File: config.mk
export PLATFORM = sky130hd
export DESIGN_NAME = priority_slot_allocator
export DESIGN_NICKNAME = d
export VERILOG_FILES = /design/src/rtl/psa_pkg.sv /design/src/rtl/psa_slot_table.sv /design/src/rtl/psa_scan_ctrl.sv /design/src/rtl/priority_slot_allocator.sv
export SDC_FILE = /design/constraint.sdc
export NUM_CORES = 1
export LEC_CHECK = 0
export BUFFER_PORTS_ARGS = -buffer_cell sky130_fd_sc_hd__buf_2
export CAP_MARGIN = 20
export CELL_PAD_IN_SITES_DETAIL_PLACEMENT = 0
export CELL_PAD_IN_SITES_GLOBAL_PLACEMENT = 1
export CORE_ASPECT_RATIO = 1.25
export CORE_MARGIN = 3
export CORE_UTILIZATION = 48
export DETAILED_ROUTE_END_ITERATION = 16
export GPL_ROUTABILITY_DRIVEN = 0
export PLACE_DENSITY_LB_ADDON = 0.1
export RECOVER_POWER = 100
export SLEW_MARGIN = 5
export SYNTH_ARGS = -nofsm -noshare
export SYNTH_HDL_FRONTEND = slang
export SYNTH_SLANG_ARGS = --single-unit
export TNS_END_PERCENT = 50
File: constraint.sdc
create_clock -name i_clk -period 5.33 [get_ports i_clk]
set_input_delay 0.2665 -clock i_clk [delete_from_list [all_inputs] [get_ports i_clk]]
set_output_delay 0.2665 -clock i_clk [all_outputs]
set_load 0.03 [all_outputs]
File: src/rtl/psa_pkg.sv
package psa_pkg;

    localparam int NUM_SLOTS_DEF = 32;
    localparam int CFG_W         = 6;
    localparam int SLOT_W        = 5;
    localparam int PRIO_W        = 8;
    localparam logic [CFG_W-1:0] ACTIVE_RESET = CFG_W'(32);

    typedef enum logic [1:0] {
        OP_ADD    = 2'd0,
        OP_REMOVE = 2'd1,
        OP_FLUSH  = 2'd2,
        OP_QUERY  = 2'd3
    } t_op;

    typedef enum logic [1:0] {
        ST_OK       = 2'd0,
        ST_FULL     = 2'd1,
        ST_NOHANDLE = 2'd2
    } t_status;

    typedef enum logic [1:0] {
        S_IDLE,
        S_SCAN,
        S_FREE
    } t_state;

    typedef struct packed {
        t_op               op;
        logic [PRIO_W-1:0] priority_req;
        logic              pinned;
        logic [SLOT_W-1:0] slot;
        logic              slot_none;
    } t_req;

    typedef struct packed {
        logic              ok;
        logic [SLOT_W-1:0] granted_slot;
        logic              evicted;
        t_status           status;
    } t_rsp;

    typedef struct packed {
        logic              pinned;
        logic [PRIO_W-1:0] prio;
    } t_meta;

    typedef struct packed {
        logic set_use;
        logic clr_use;
        logic flush;
    } t_tbl_ctl;

endpackage

File: src/rtl/psa_slot_table.sv
module psa_slot_table #(
    parameter int NUM_SLOTS = psa_pkg::NUM_SLOTS_DEF,
    localparam int IDX_W = (NUM_SLOTS > 1) ? $clog2(NUM_SLOTS) : 1
) (
    input  logic             i_clk,
    input  logic             i_rst_n,
    input  psa_pkg::t_tbl_ctl i_ctl,
    input  logic [IDX_W-1:0] i_wr_addr,
    input  psa_pkg::t_meta   i_meta,
    input  logic [IDX_W-1:0] i_use_addr,
    input  logic [IDX_W-1:0] i_rd_addr,
    output logic             o_use_bit,
    output psa_pkg::t_meta   o_meta
);
    import psa_pkg::*;

    logic [NUM_SLOTS-1:0] r_use;
    t_meta                r_mem [NUM_SLOTS];
    t_meta                r_rd;

    // In-use flags live in flip-flops so that reset and flush clear them at once.
    always_ff @(posedge i_clk) begin
        if (!i_rst_n) begin
            r_use <= '0;
        end else if (i_ctl.flush) begin
            r_use <= '0;
        end else if (i_ctl.set_use) begin
            r_use[i_wr_addr] <= 1'b1;
        end else if (i_ctl.clr_use) begin
            r_use[i_wr_addr] <= 1'b0;
        end
    end

    // Pinned flag and priority: one write port, one registered read port.
    always_ff @(posedge i_clk) begin
        if (i_ctl.set_use) begin
            r_mem[i_wr_addr] <= i_meta;
        end
        r_rd <= r_mem[i_rd_addr];
    end

    assign o_use_bit = r_use[i_use_addr];
    assign o_meta    = r_rd;

endmodule

File: src/rtl/psa_scan_ctrl.sv
module psa_scan_ctrl #(
    parameter int NUM_SLOTS = psa_pkg::NUM_SLOTS_DEF,
    localparam int IDX_W = (NUM_SLOTS > 1) ? $clog2(NUM_SLOTS) : 1,
    localparam int CNT_W = $clog2(NUM_SLOTS + 1)
) (
    input  logic              i_clk,
    input  logic              i_rst_n,
    input  logic              i_start,
    input  psa_pkg::t_req     i_req,
    input  logic [CNT_W-1:0]  i_active,
    output logic              o_busy,
    output logic              o_done,
    output psa_pkg::t_rsp     o_rsp,
    output psa_pkg::t_tbl_ctl o_ctl,
    output logic [IDX_W-1:0]  o_wr_addr,
    output psa_pkg::t_meta    o_meta,
    output logic [IDX_W-1:0]  o_use_addr,
    output logic [IDX_W-1:0]  o_rd_addr,
    input  logic              i_use_bit,
    input  psa_pkg::t_meta    i_meta
);
    import psa_pkg::*;

    localparam int SW = (CNT_W > SLOT_W) ? CNT_W : SLOT_W;

    t_state           r_state, n_state;
    logic [CNT_W-1:0] r_idx, n_idx;
    logic [CNT_W-1:0] r_hint, n_hint;
    logic [IDX_W-1:0] r_grant, n_grant;
    logic             r_evict, n_evict;
    t_req             r_req, n_req;
    logic             r_done, n_done;
    t_rsp             r_rsp, n_rsp;

    logic             accept;
    logic             hint_ok;
    logic             slot_in;
    logic             cmp_hit;
    logic [CNT_W-1:0] idx_inc;
    logic             scan_last;
    logic             free_end;

    assign accept    = i_start && (r_state == S_IDLE);
    assign hint_ok   = r_hint < i_active;
    assign slot_in   = SW'(i_req.slot) < SW'(i_active);
    assign idx_inc   = r_idx + CNT_W'(1);
    assign scan_last = idx_inc == i_active;
    assign free_end  = r_idx == i_active;

    // The shared compare unit: may the occupant under the counter be evicted?
    assign cmp_hit = !i_meta.pinned && (i_meta.prio <= r_req.priority_req);

    assign o_use_addr = (r_state == S_IDLE) ? IDX_W'(i_req.slot) : r_idx[IDX_W-1:0];
    assign o_rd_addr  = n_idx[IDX_W-1:0];

    always_comb begin
        n_state = r_state;
        case (r_state)
            S_IDLE: begin
                if (accept && i_req.op == OP_ADD) begin
                    n_state = hint_ok ? S_FREE : S_SCAN;
                end
            end
            S_SCAN: begin
                if (!i_use_bit || cmp_hit) begin
                    n_state = S_FREE;
                end else if (scan_last) begin
                    n_state = S_IDLE;
                end
            end
            S_FREE: begin
                if (free_end || !i_use_bit) begin
                    n_state = S_IDLE;
                end
            end
            default: n_state = S_IDLE;
        endcase
    end

    always_comb begin
        n_idx     = r_idx;
        n_hint    = r_hint;
        n_grant   = r_grant;
        n_evict   = r_evict;
        n_req     = r_req;
        n_done    = 1'b0;
        n_rsp     = r_rsp;
        o_ctl     = '0;
        o_wr_addr = r_idx[IDX_W-1:0];
        o_meta    = '{pinned: r_req.pinned, prio: r_req.priority_req};
        case (r_state)
            S_IDLE: begin
                if (accept) begin
                    n_req = i_req;
                    n_rsp = '{ok: 1'b0, granted_slot: '0, evicted: 1'b0, status: ST_OK};
                    case (i_req.op)
                        OP_ADD: begin
                            n_idx   = '0;
                            n_evict = 1'b0;
                            if (hint_ok) begin
                                o_ctl.set_use = 1'b1;
                                o_wr_addr     = r_hint[IDX_W-1:0];
                                o_meta        = '{pinned: i_req.pinned,
                                                  prio: i_req.priority_req};
                                n_grant       = r_hint[IDX_W-1:0];
                            end
                        end
                        OP_REMOVE: begin
                            n_done = 1'b1;
                            if (i_req.slot_none) begin
                                n_rsp.status = ST_NOHANDLE;
                            end else begin
                                n_rsp.ok = 1'b1;
                                if (slot_in && i_use_bit) begin
                                    o_ctl.clr_use = 1'b1;
                                    o_wr_addr     = IDX_W'(i_req.slot);
                                    n_hint        = CNT_W'(i_req.slot);
                                end
                            end
                        end
                        OP_FLUSH: begin
                            n_done      = 1'b1;
                            o_ctl.flush = 1'b1;
                            n_hint      = '0;
                            n_rsp.ok    = 1'b1;
                        end
                        OP_QUERY: begin
                            n_done = 1'b1;
                            if (i_req.slot_none) begin
                                n_rsp.status = ST_NOHANDLE;
                            end else begin
                                n_rsp.ok = slot_in && i_use_bit;
                            end
                        end
                        default: n_done = 1'b1;
                    endcase
                end
            end
            S_SCAN: begin
                if (!i_use_bit || cmp_hit) begin
                    // Take a free slot, or overwrite the evictable occupant.
                    o_ctl.set_use = 1'b1;
                    n_grant       = r_idx[IDX_W-1:0];
                    n_evict       = i_use_bit;
                    n_idx         = idx_inc;
                end else if (scan_last) begin
                    n_done       = 1'b1;
                    n_rsp.status = ST_FULL;
                end else begin
                    n_idx = idx_inc;
                end
            end
            S_FREE: begin
                if (free_end || !i_use_bit) begin
                    n_hint = free_end ? CNT_W'(NUM_SLOTS) : r_idx;
                    n_done = 1'b1;
                    n_rsp  = '{ok: 1'b1, granted_slot: SLOT_W'(r_grant),
                               evicted: r_evict, status: ST_OK};
                end else begin
                    n_idx = idx_inc;
                end
            end
            default: n_done = 1'b0;
        endcase
    end

    always_ff @(posedge i_clk) begin
        if (!i_rst_n) begin
            r_state <= S_IDLE;
            r_idx   <= '0;
            r_hint  <= '0;
            r_done  <= 1'b0;
        end else begin
            r_state <= n_state;
            r_idx   <= n_idx;
            r_hint  <= n_hint;
            r_done  <= n_done;
        end
    end

    always_ff @(posedge i_clk) begin
        r_grant <= n_grant;
        r_evict <= n_evict;
        r_req   <= n_req;
        r_rsp   <= n_rsp;
    end

    assign o_busy = r_state != S_IDLE;
    assign o_done = r_done;
    assign o_rsp  = r_rsp;

endmodule

File: src/rtl/priority_slot_allocator.sv
// Channel   | Ports                                  | Handshake
// ----------+----------------------------------------+-----------------------------------
// command   | start, busy, i_req                     | word taken when start && !busy
// result    | o_done, o_rsp                          | word valid for the one o_done cycle
// config    | i_cfg_valid, o_cfg_ready, i_cfg_data   | word taken when valid && ready
//
// Remove, flush and query finish in the accept cycle: their result word shows on the
// cycle after accept and busy never rises. An add walks the slot table with a single
// counter and one priority compare per cycle, so busy stays high while it walks the active
// slots, and the result word follows on the cycle busy falls.
// A synchronous reset of one cycle clears the in-use flags and the hint; no clearing
// pass is needed. Results cannot be held off by the receiver.
module priority_slot_allocator #(
    parameter int NUM_SLOTS = psa_pkg::NUM_SLOTS_DEF
) (
    input  logic                      i_clk,
    input  logic                      i_rst_n,
    input  logic                      start,
    output logic                      busy,
    input  psa_pkg::t_req             i_req,
    output logic                      o_done,
    output psa_pkg::t_rsp             o_rsp,
    input  logic                      i_cfg_valid,
    output logic                      o_cfg_ready,
    input  logic [psa_pkg::CFG_W-1:0] i_cfg_data
);
    import psa_pkg::*;

    localparam int IDX_W = (NUM_SLOTS > 1) ? $clog2(NUM_SLOTS) : 1;
    localparam int CNT_W = $clog2(NUM_SLOTS + 1);
    localparam int CW    = (CNT_W > CFG_W) ? CNT_W : CFG_W;

    logic [CFG_W-1:0] r_active;
    logic [CW-1:0]    act_ext;
    logic [CNT_W-1:0] active_n;

    t_tbl_ctl         tbl_ctl;
    logic [IDX_W-1:0] wr_addr;
    logic [IDX_W-1:0] use_addr;
    logic [IDX_W-1:0] rd_addr;
    t_meta            wr_meta;
    t_meta            rd_meta;
    logic             use_bit;

    // The active slot count is only changed while the block is idle.
    assign o_cfg_ready = !busy;

    always_ff @(posedge i_clk) begin
        if (!i_rst_n) begin
            r_active <= ACTIVE_RESET;
        end else if (i_cfg_valid && o_cfg_ready) begin
            r_active <= i_cfg_data;
        end
    end

    // A count of zero behaves as one slot; anything beyond the table is clipped.
    assign act_ext = CW'(r_active);

    always_comb begin
        if (act_ext == '0) begin
            active_n = CNT_W'(1);
        end else if (act_ext > CW'(NUM_SLOTS)) begin
            active_n = CNT_W'(NUM_SLOTS);
        end else begin
            active_n = CNT_W'(act_ext);
        end
    end

    psa_scan_ctrl #(
        .NUM_SLOTS(NUM_SLOTS)
    ) u_ctrl (
        .i_clk     (i_clk),
        .i_rst_n   (i_rst_n),
        .i_start   (start),
        .i_req     (i_req),
        .i_active  (active_n),
        .o_busy    (busy),
        .o_done    (o_done),
        .o_rsp     (o_rsp),
        .o_ctl     (tbl_ctl),
        .o_wr_addr (wr_addr),
        .o_meta    (wr_meta),
        .o_use_addr(use_addr),
        .o_rd_addr (rd_addr),
        .i_use_bit (use_bit),
        .i_meta    (rd_meta)
    );

    psa_slot_table #(
        .NUM_SLOTS(NUM_SLOTS)
    ) u_table (
        .i_clk     (i_clk),
        .i_rst_n   (i_rst_n),
        .i_ctl     (tbl_ctl),
        .i_wr_addr (wr_addr),
        .i_meta    (wr_meta),
        .i_use_addr(use_addr),
        .i_rd_addr (rd_addr),
        .o_use_bit (use_bit),
        .o_meta    (rd_meta)
    );

endmodule

==> flow_metrics.py, run 1 <==
metrics = {
    "pwr": {
        "p_per_area_nw_per_um2": 442,
        "p_leak_nw": 6.81,
        "finalPower_mw": 8.20,
        "ir_drop_uv": 239,
    },
    "worst_setup_path": {
        "path_delay_family": "compound AO/OA/AOI/OAI gates",
        "worst_setup_path_start_kind": "flip-flop",
        "path_cells": "inv_1 > ha_1 > mux2i_1 > buf_4 > mux4_2 > a22oi_1 > nand2_1 > o21a_1 > a21o_1 > a21oi_1 > o21a_1 > buf_12 > a21oi_1 > a221oi_1 > nor3_1 > and4bb_1",
        "critPathMaxStageDelay_ps": 650,
        "worst_path_max_delay_cell": "a221oi_1",
        "crit_arrival_ps": 5520,
        "crit_buf_inv": 3,
        "path_max_fanout": 31,
        "path_class": "flip-flop to flip-flop",
        "critPathRequiredTime_ps": 5800,
        "endpoint_kind": "flip-flop",
    },
    "route": {
        "routed_via_density": 6.01,
        "maxUsedRoutingLayer": "met4",
        "routed_wl_um": 46300,
        "first_pass_iters": 5,
        "first_iter_violations": 906,
        "met2_length_um": 23800,
        "detail-route-antenna-nets": 0,
        "vias": 11225,
        "post_drt_wl_per_cell_um": 24.7,
        "wl_met3_um": 2180,
        "drt-met1-wl_um": 19200,
        "drcViolationCount": 0,
    },
    "die": {
        "num_rows": 75,
        "io_pins": 39,
        "dieArea_um2": 36700,
        "core_um2": 33800,
        "start_util_pct": 48.9,
        "die_y_um": 214,
        "die_w_um": 172,
    },
    "synthesis": {
        "yosys_warnings": 0,
        "synthArstFlopShare_pct": 0,
        "ys_ff_latch": 374,
        "synthesis.area_um2": 16500,
        "synth_cell_types": 71,
        "syn_inst": 1367,
        "avgSynthCellArea_um2": 12.1,
        "ys.flop_type": "edfxtp_1",
        "synth_seq_area_share_pct": 64.2,
        "synth_edf_count": 312,
        "syn_nets": 1421,
    },
    "timing": {
        "rsz0062_at_grt": "no",
        "slew_headroom_pct": 7.14,
        "worst_pin_slew_ps": 1390,
        "fmaxAchievable_mhz": 198,
        "min_period_over_period_pct": 94.9,
        "finalHoldViolCount": 0,
        "setup-violations-final": 0,
        "layout_min_cycle_time_ps": 5060,
        "maxSlewViolCount": 0,
        "tns_ps": 0,
        "fin_skew_ps": 21.5,
    },
    "finish": {
        "multi_input_area_um2": 5330,
        "final_nets": 1472,
        "seqCellArea_um2": 10600,
        "drive_gt1_share_pct": 9.27,
        "final_cell_mix": "edfxtp_1 (312), nand2_1 (226), a21oi_1 (138)",
        "areaGrowthSynthToFinish_pct": 12.2,
        "antennaDiodeCount": 0,
        "layout_commonest_cell": "edfxtp_1",
        "fillers": 2938,
        "fin_util_pct": 54.9,
    },
    "flow_run": {
        "maxCapViolations": 0,
    },
    "clocking": {
        "clk_path_buf_depth": 3,
        "htree_levels": 2,
        "numCtsBuffers": 39,
        "clock_sinks": 374,
        "cts_tree": "yes",
        "clk-insertion-delay-late_ps": 540,
        "clock-root-buffer": "clkbuf_16",
        "clk_pin_slew_ps": 70,
    },
    "grt": {
        "grt_pass1_vias": 10961,
        "grt_max_degree": 67,
        "grt_pass1_wl_um": 69200,
        "antenna_found_initial": 0,
        "grt_use_total_pct": 25.2,
        "grt_remaining_overflow": 0,
    },
    "placement": {
        "io_buffers": 38,
        "hpwl_um": 31000,
    },
    "status": {
        "status": "completed",
    },
    "hold_path": {
        "hold_path.class": "input pin to flip-flop",
    },
}
cell families (layout without fill, tap and decap cells):
group                    Yosys count  in the layout  synth area share [%]
AND/OR/NAND/NOR                  402            402                  11.1
flip-flops                       374            374                  64.2
AO/OA/AOI/OAI                    356            356                  14.4
buffers and inverters            141            220                  3.66
multiplexers                      59             59                  4.16
adder cells (fa/ha/maj)           27             27                  2.04
XOR/XNOR                           8              8                 0.424
repair_timing:
item                                    4_1_cts  5_1_grt
gates resized for setup                       0        0
hold buffers                                 15        0
endpoints found under the hold margin        15        0
setup buffers                                 0        1
endpoints found under the setup margin        0        4
state kept, by name, indices dropped and copies added, names as in the netlist, named ones only:
signal	count
u_table.r_mem	288
u_ctrl.r_state	2
u_ctrl.r_idx	6
u_ctrl.r_evict	1
u_ctrl.r_hint	6
act_ext	6
u_table.o_meta	9
u_ctrl.r_req	9
u_ctrl.r_grant	5
u_ctrl.o_rsp	9
u_ctrl.o_done	1
final cells by class:
cell class | instances | area share (%)
clock buffers | 53 | 5.77
clock inverters | 16 | 0.742
inverters | 64 | 1.29
multi-input cells | 852 | 28.7
flip-flops and latches | 374 | 57.2
well taps | 423 | 2.85
repair buffers | 87 | 3.43
through the flow:
| stage | worst slack, ps | hold slack [ps] | instance area [um^2] | std cells |
|---|---|---|---|---|
| floorplan | 1100 | 365 | 16500 | 1367 |
| global placement | 403 | 456 | 17200 | 1783 |
| detailed placement | 366 | 461 | 17200 | 1783 |
| CTS | 321 | 38.8 | 18600 | 1867 |
| global route | 2.26 | 72.7 | 18600 | 1869 |
| finish | 273 | 54.5 | 18600 | 1869 |
power breakdown:
group	internal, mW	switching, mW
registers	3.50	0.0916
clock network	1.51	1.10
logic	0.646	1.35
synth_stat cells, types with 9 or more instances:
master    number  share of area [%]
inv_1         63                1.4
mux2i_1       35                2.1
a22oi_1       12               0.54
a21boi_0      10               0.45
a211oi_1      14               0.64
nand2_1      226                5.1
a31oi_1       10               0.38
and2_1        12               0.45
a21o_1         9               0.41
a221oi_1      20                1.1
a21oi_1      136                4.1
and3_1        18               0.68
nand3_1       60                1.8
clkbuf_1      37               0.84
dfxtp_1       62                7.5
buf_2         28               0.85
a22o_1        26                1.4
edfxtp_1     312                 57
ha_1          27                2.0
mux2_2        18                1.2
o21ai_0       48                1.5
nor3_1        16               0.48
nor2_1        37               0.84
routing by layer:
| metal | GRT usage, % | up-vias |
|---|---|---|
| met4 | 6.69 | 0 |
| met1 | 33.8 | 5608 |
| met3 | 2.95 | 57 |
| li1 | - | 5207 |
| met2 | 44.0 | 353 |
| met5 | 0 | - |
worst min-delay path: cells and delay by family:
family                 cells  cell delay (ps)
buffers and inverters      1              130
AO/OA/AOI/OAI              1               60
AND/OR/NAND/NOR            1               80
worst paths after layout:
check,slack (ps),from,cells after the start,endpoint
setup reg to reg,270,u_ctrl.r_state[0],16,u_table.o_meta[4]
hold reg to reg,480,flip-flop,2,flip-flop
setup / recovery,270,u_ctrl.r_state[0],16,u_table.o_meta[4]
hold / removal,50,i_cfg_valid,3,act_ext[4]
No activity file was read; power rests on OpenSTA's default activity.
==> run 2, diff against run 1 <==
--- a/config.mk
+++ b/config.mk
@@ -11,7 +11,7 @@
 export CELL_PAD_IN_SITES_GLOBAL_PLACEMENT = 1
 export CORE_ASPECT_RATIO = 1.25
 export CORE_MARGIN = 3
-export CORE_UTILIZATION = 48
+export CORE_UTILIZATION = 36
 export DETAILED_ROUTE_END_ITERATION = 16
 export GPL_ROUTABILITY_DRIVEN = 0
 export PLACE_DENSITY_LB_ADDON = 0.1
==> flow_metrics.py, run 2 (synthesis gave the netlist of run 1 again) <==
metrics = {
    "timing": {
        "maxSlewViolCount": 0,
        "min_period_over_period_pct": 95.3,
        "tns_ps": 0,
        "hold_ws_ps": 57.1,
        "fin_skew_ps": 17.2,
        "setup-violations-final": 0,
        "worst_pin_slew_ps": 1460,
        "layout_min_cycle_time_ps": 5080,
        "slew_headroom_pct": 2.57,
        "fmaxAchievable_mhz": 197,
        "finalHoldViolCount": 0,
        "rsz0062_at_grt": "no",
    },
    "die": {
        "num_rows": 87,
        "start_util_pct": 36.5,
        "dieArea_um2": 48600,
        "die_w_um": 198,
        "io_pins": 39,
        "core_um2": 45300,
        "die_y_um": 246,
    },
    "pwr": {
        "netSwitchingPower_mw": 2.69,
        "p_per_area_nw_per_um2": 453,
        "comb_power_share_pct": 24.7,
        "p_leak_nw": 6.98,
        "ir_drop_uv": 279,
        "intPower_mw": 5.95,
        "swShare_pct": 31.1,
        "pwr-share-clk_pct": 33.6,
        "power.share.sequential_pct": 41.7,
    },
    "worst_setup_path": {
        "path_max_fanout": 14,
        "worst_setup_path_start_kind": "flip-flop",
        "critPathRequiredTime_ps": 5760,
        "endpoint_kind": "flip-flop",
        "path_class": "flip-flop to flip-flop",
        "crit_arrival_ps": 5510,
    },
    "grt": {
        "grt_use_total_pct": 20.8,
        "grt_pass1_vias": 11397,
        "grt_pass1_wl_um": 74800,
        "antenna_found_initial": 0,
        "grt_remaining_overflow": 0,
        "grt_max_degree": 45,
    },
    "finish": {
        "largest_reg_flops": 288,
        "antennaDiodeCount": 0,
        "areaGrowthSynthToFinish_pct": 15.4,
        "multi_input_area_um2": 5340,
        "final_nets": 1496,
        "fin_util_pct": 42.1,
        "final_cell_mix": "edfxtp_1 (312), nand2_1 (226), a21oi_1 (136)",
        "regMostFlops": "u_table.r_mem",
        "layout_commonest_cell": "edfxtp_1",
        "fillers": 4286,
        "seqCellArea_um2": 10600,
        "drive_gt1_share_pct": 11.1,
    },
    "placement": {
        "hpwl_um": 34200,
        "io_buffers": 38,
    },
    "route": {
        "first_iter_violations": 817,
        "drcViolationCount": 0,
        "first_pass_iters": 6,
        "detail-route-antenna-nets": 0,
        "post_drt_wl_per_cell_um": 24.6,
        "vias": 11190,
        "routed_via_density": 5.45,
        "routed_wl_um": 50600,
    },
    "clocking": {
        "clk_pin_slew_ps": 60,
        "htree_levels": 2,
        "clk_path_buf_depth": 3,
        "clk-insertion-delay-late_ps": 550,
        "cts_tree": "yes",
        "cts_setup_buffers": 0,
        "clock_sinks": 374,
        "numCtsBuffers": 40,
        "clock-root-buffer": "clkbuf_16",
    },
    "status": {
        "status": "completed",
    },
    "flow_run": {
        "maxCapViolations": 0,
    },
    "hold_path": {
        "hold_path.class": "input pin to flip-flop",
    },
}
==> run 2: changes by cell type in the layout (fill, tap and decap cells not counted), sizes merged <==
cell	delta
buf	+20
clkinv	+5
bufinv	+4
clkinvlp	+2
inv	-2
clkbuf	-1
==> run 2: power groups by stage <==
stage	clock [mW]	sequential, mW	combinational [mW]
final	2.90	3.60	2.14
after global routing	3.08	3.62	2.33
after CTS	2.97	3.60	2.21
after global placement	0	3.66	2.19
after floorplan	0	3.66	1.28
after detailed placement	0	3.66	2.20
==> run 2: metrics by stage <==
| stage | instances | power (mW) | setup slack [ps] | area (um^2) |
|---|---|---|---|---|
| 6_report | 2052 | 8.64 | 249 | 19100 |
| 5_1_grt | 2052 | 9.03 | 26.5 | 19100 |
| 3_3_place_gp | 1962 | 5.85 | 295 | 17600 |
| 2_1_floorplan | 1367 | 4.94 | 1100 | 16500 |
| 4_1_cts | 2052 | 8.78 | 301 | 19200 |
| 3_5_place_dp | 1963 | 5.85 | 321 | 17600 |
==> run 2: critical path: stages (launching register included) <==
cell and delay [ps]:
dfxtp_1 330, inv_1 100, ha_1 270, buf_4 180, mux2i_4 450, mux4_2 550, nand2_1 90, o2111ai_2 170
o21a_1 290, a32oi_4 380, nand3_1 210, o21a_1 460, clkbuf_2 320, nor2_1 550, a2bb2oi_1 320, and4bb_1 270
==> run 2: metal layers <==
layer	global-route usage, %	vias up	share of wire (%)
met3	2.36	56	3.3
li1	-	5262	-
met5	0	-	0
met2	38.2	248	53
met4	5.00	0	1.9
met1	26.0	5624	42
==> run 2: path summary, 6_finish.rpt <==
| kind | depth (start not counted) | start | endpoint | slack [ps] |
|---|---|---|---|---|
| setup / recovery | 15 | u_ctrl.r_state[0] | u_table.o_meta[5] | 250 |
| hold / removal | 3 | i_cfg_valid | act_ext[1] | 60 |
| setup reg to reg | 15 | u_ctrl.r_state[0] | u_table.o_meta[5] | 250 |
| hold reg to reg | 2 | flip-flop | flip-flop | 480 |
==> run 2: repair_timing <==
action                                  CTS  global route
endpoints found under the hold margin    15             0
endpoints found under the setup margin    0             3
hold buffers                             15             0
resized for setup                         0             1
==> run 2: area by class of cell <==
| class | count | share of cell area, % |
|---|---|---|
| sequential | 374 | 55.6 |
| multi-input combinational | 852 | 28.0 |
| clock buffer | 49 | 5.64 |
| timing repair buffer | 110 | 4.24 |
| tap | 578 | 3.79 |
| clock inverter | 25 | 1.49 |
| inverter | 64 | 1.26 |
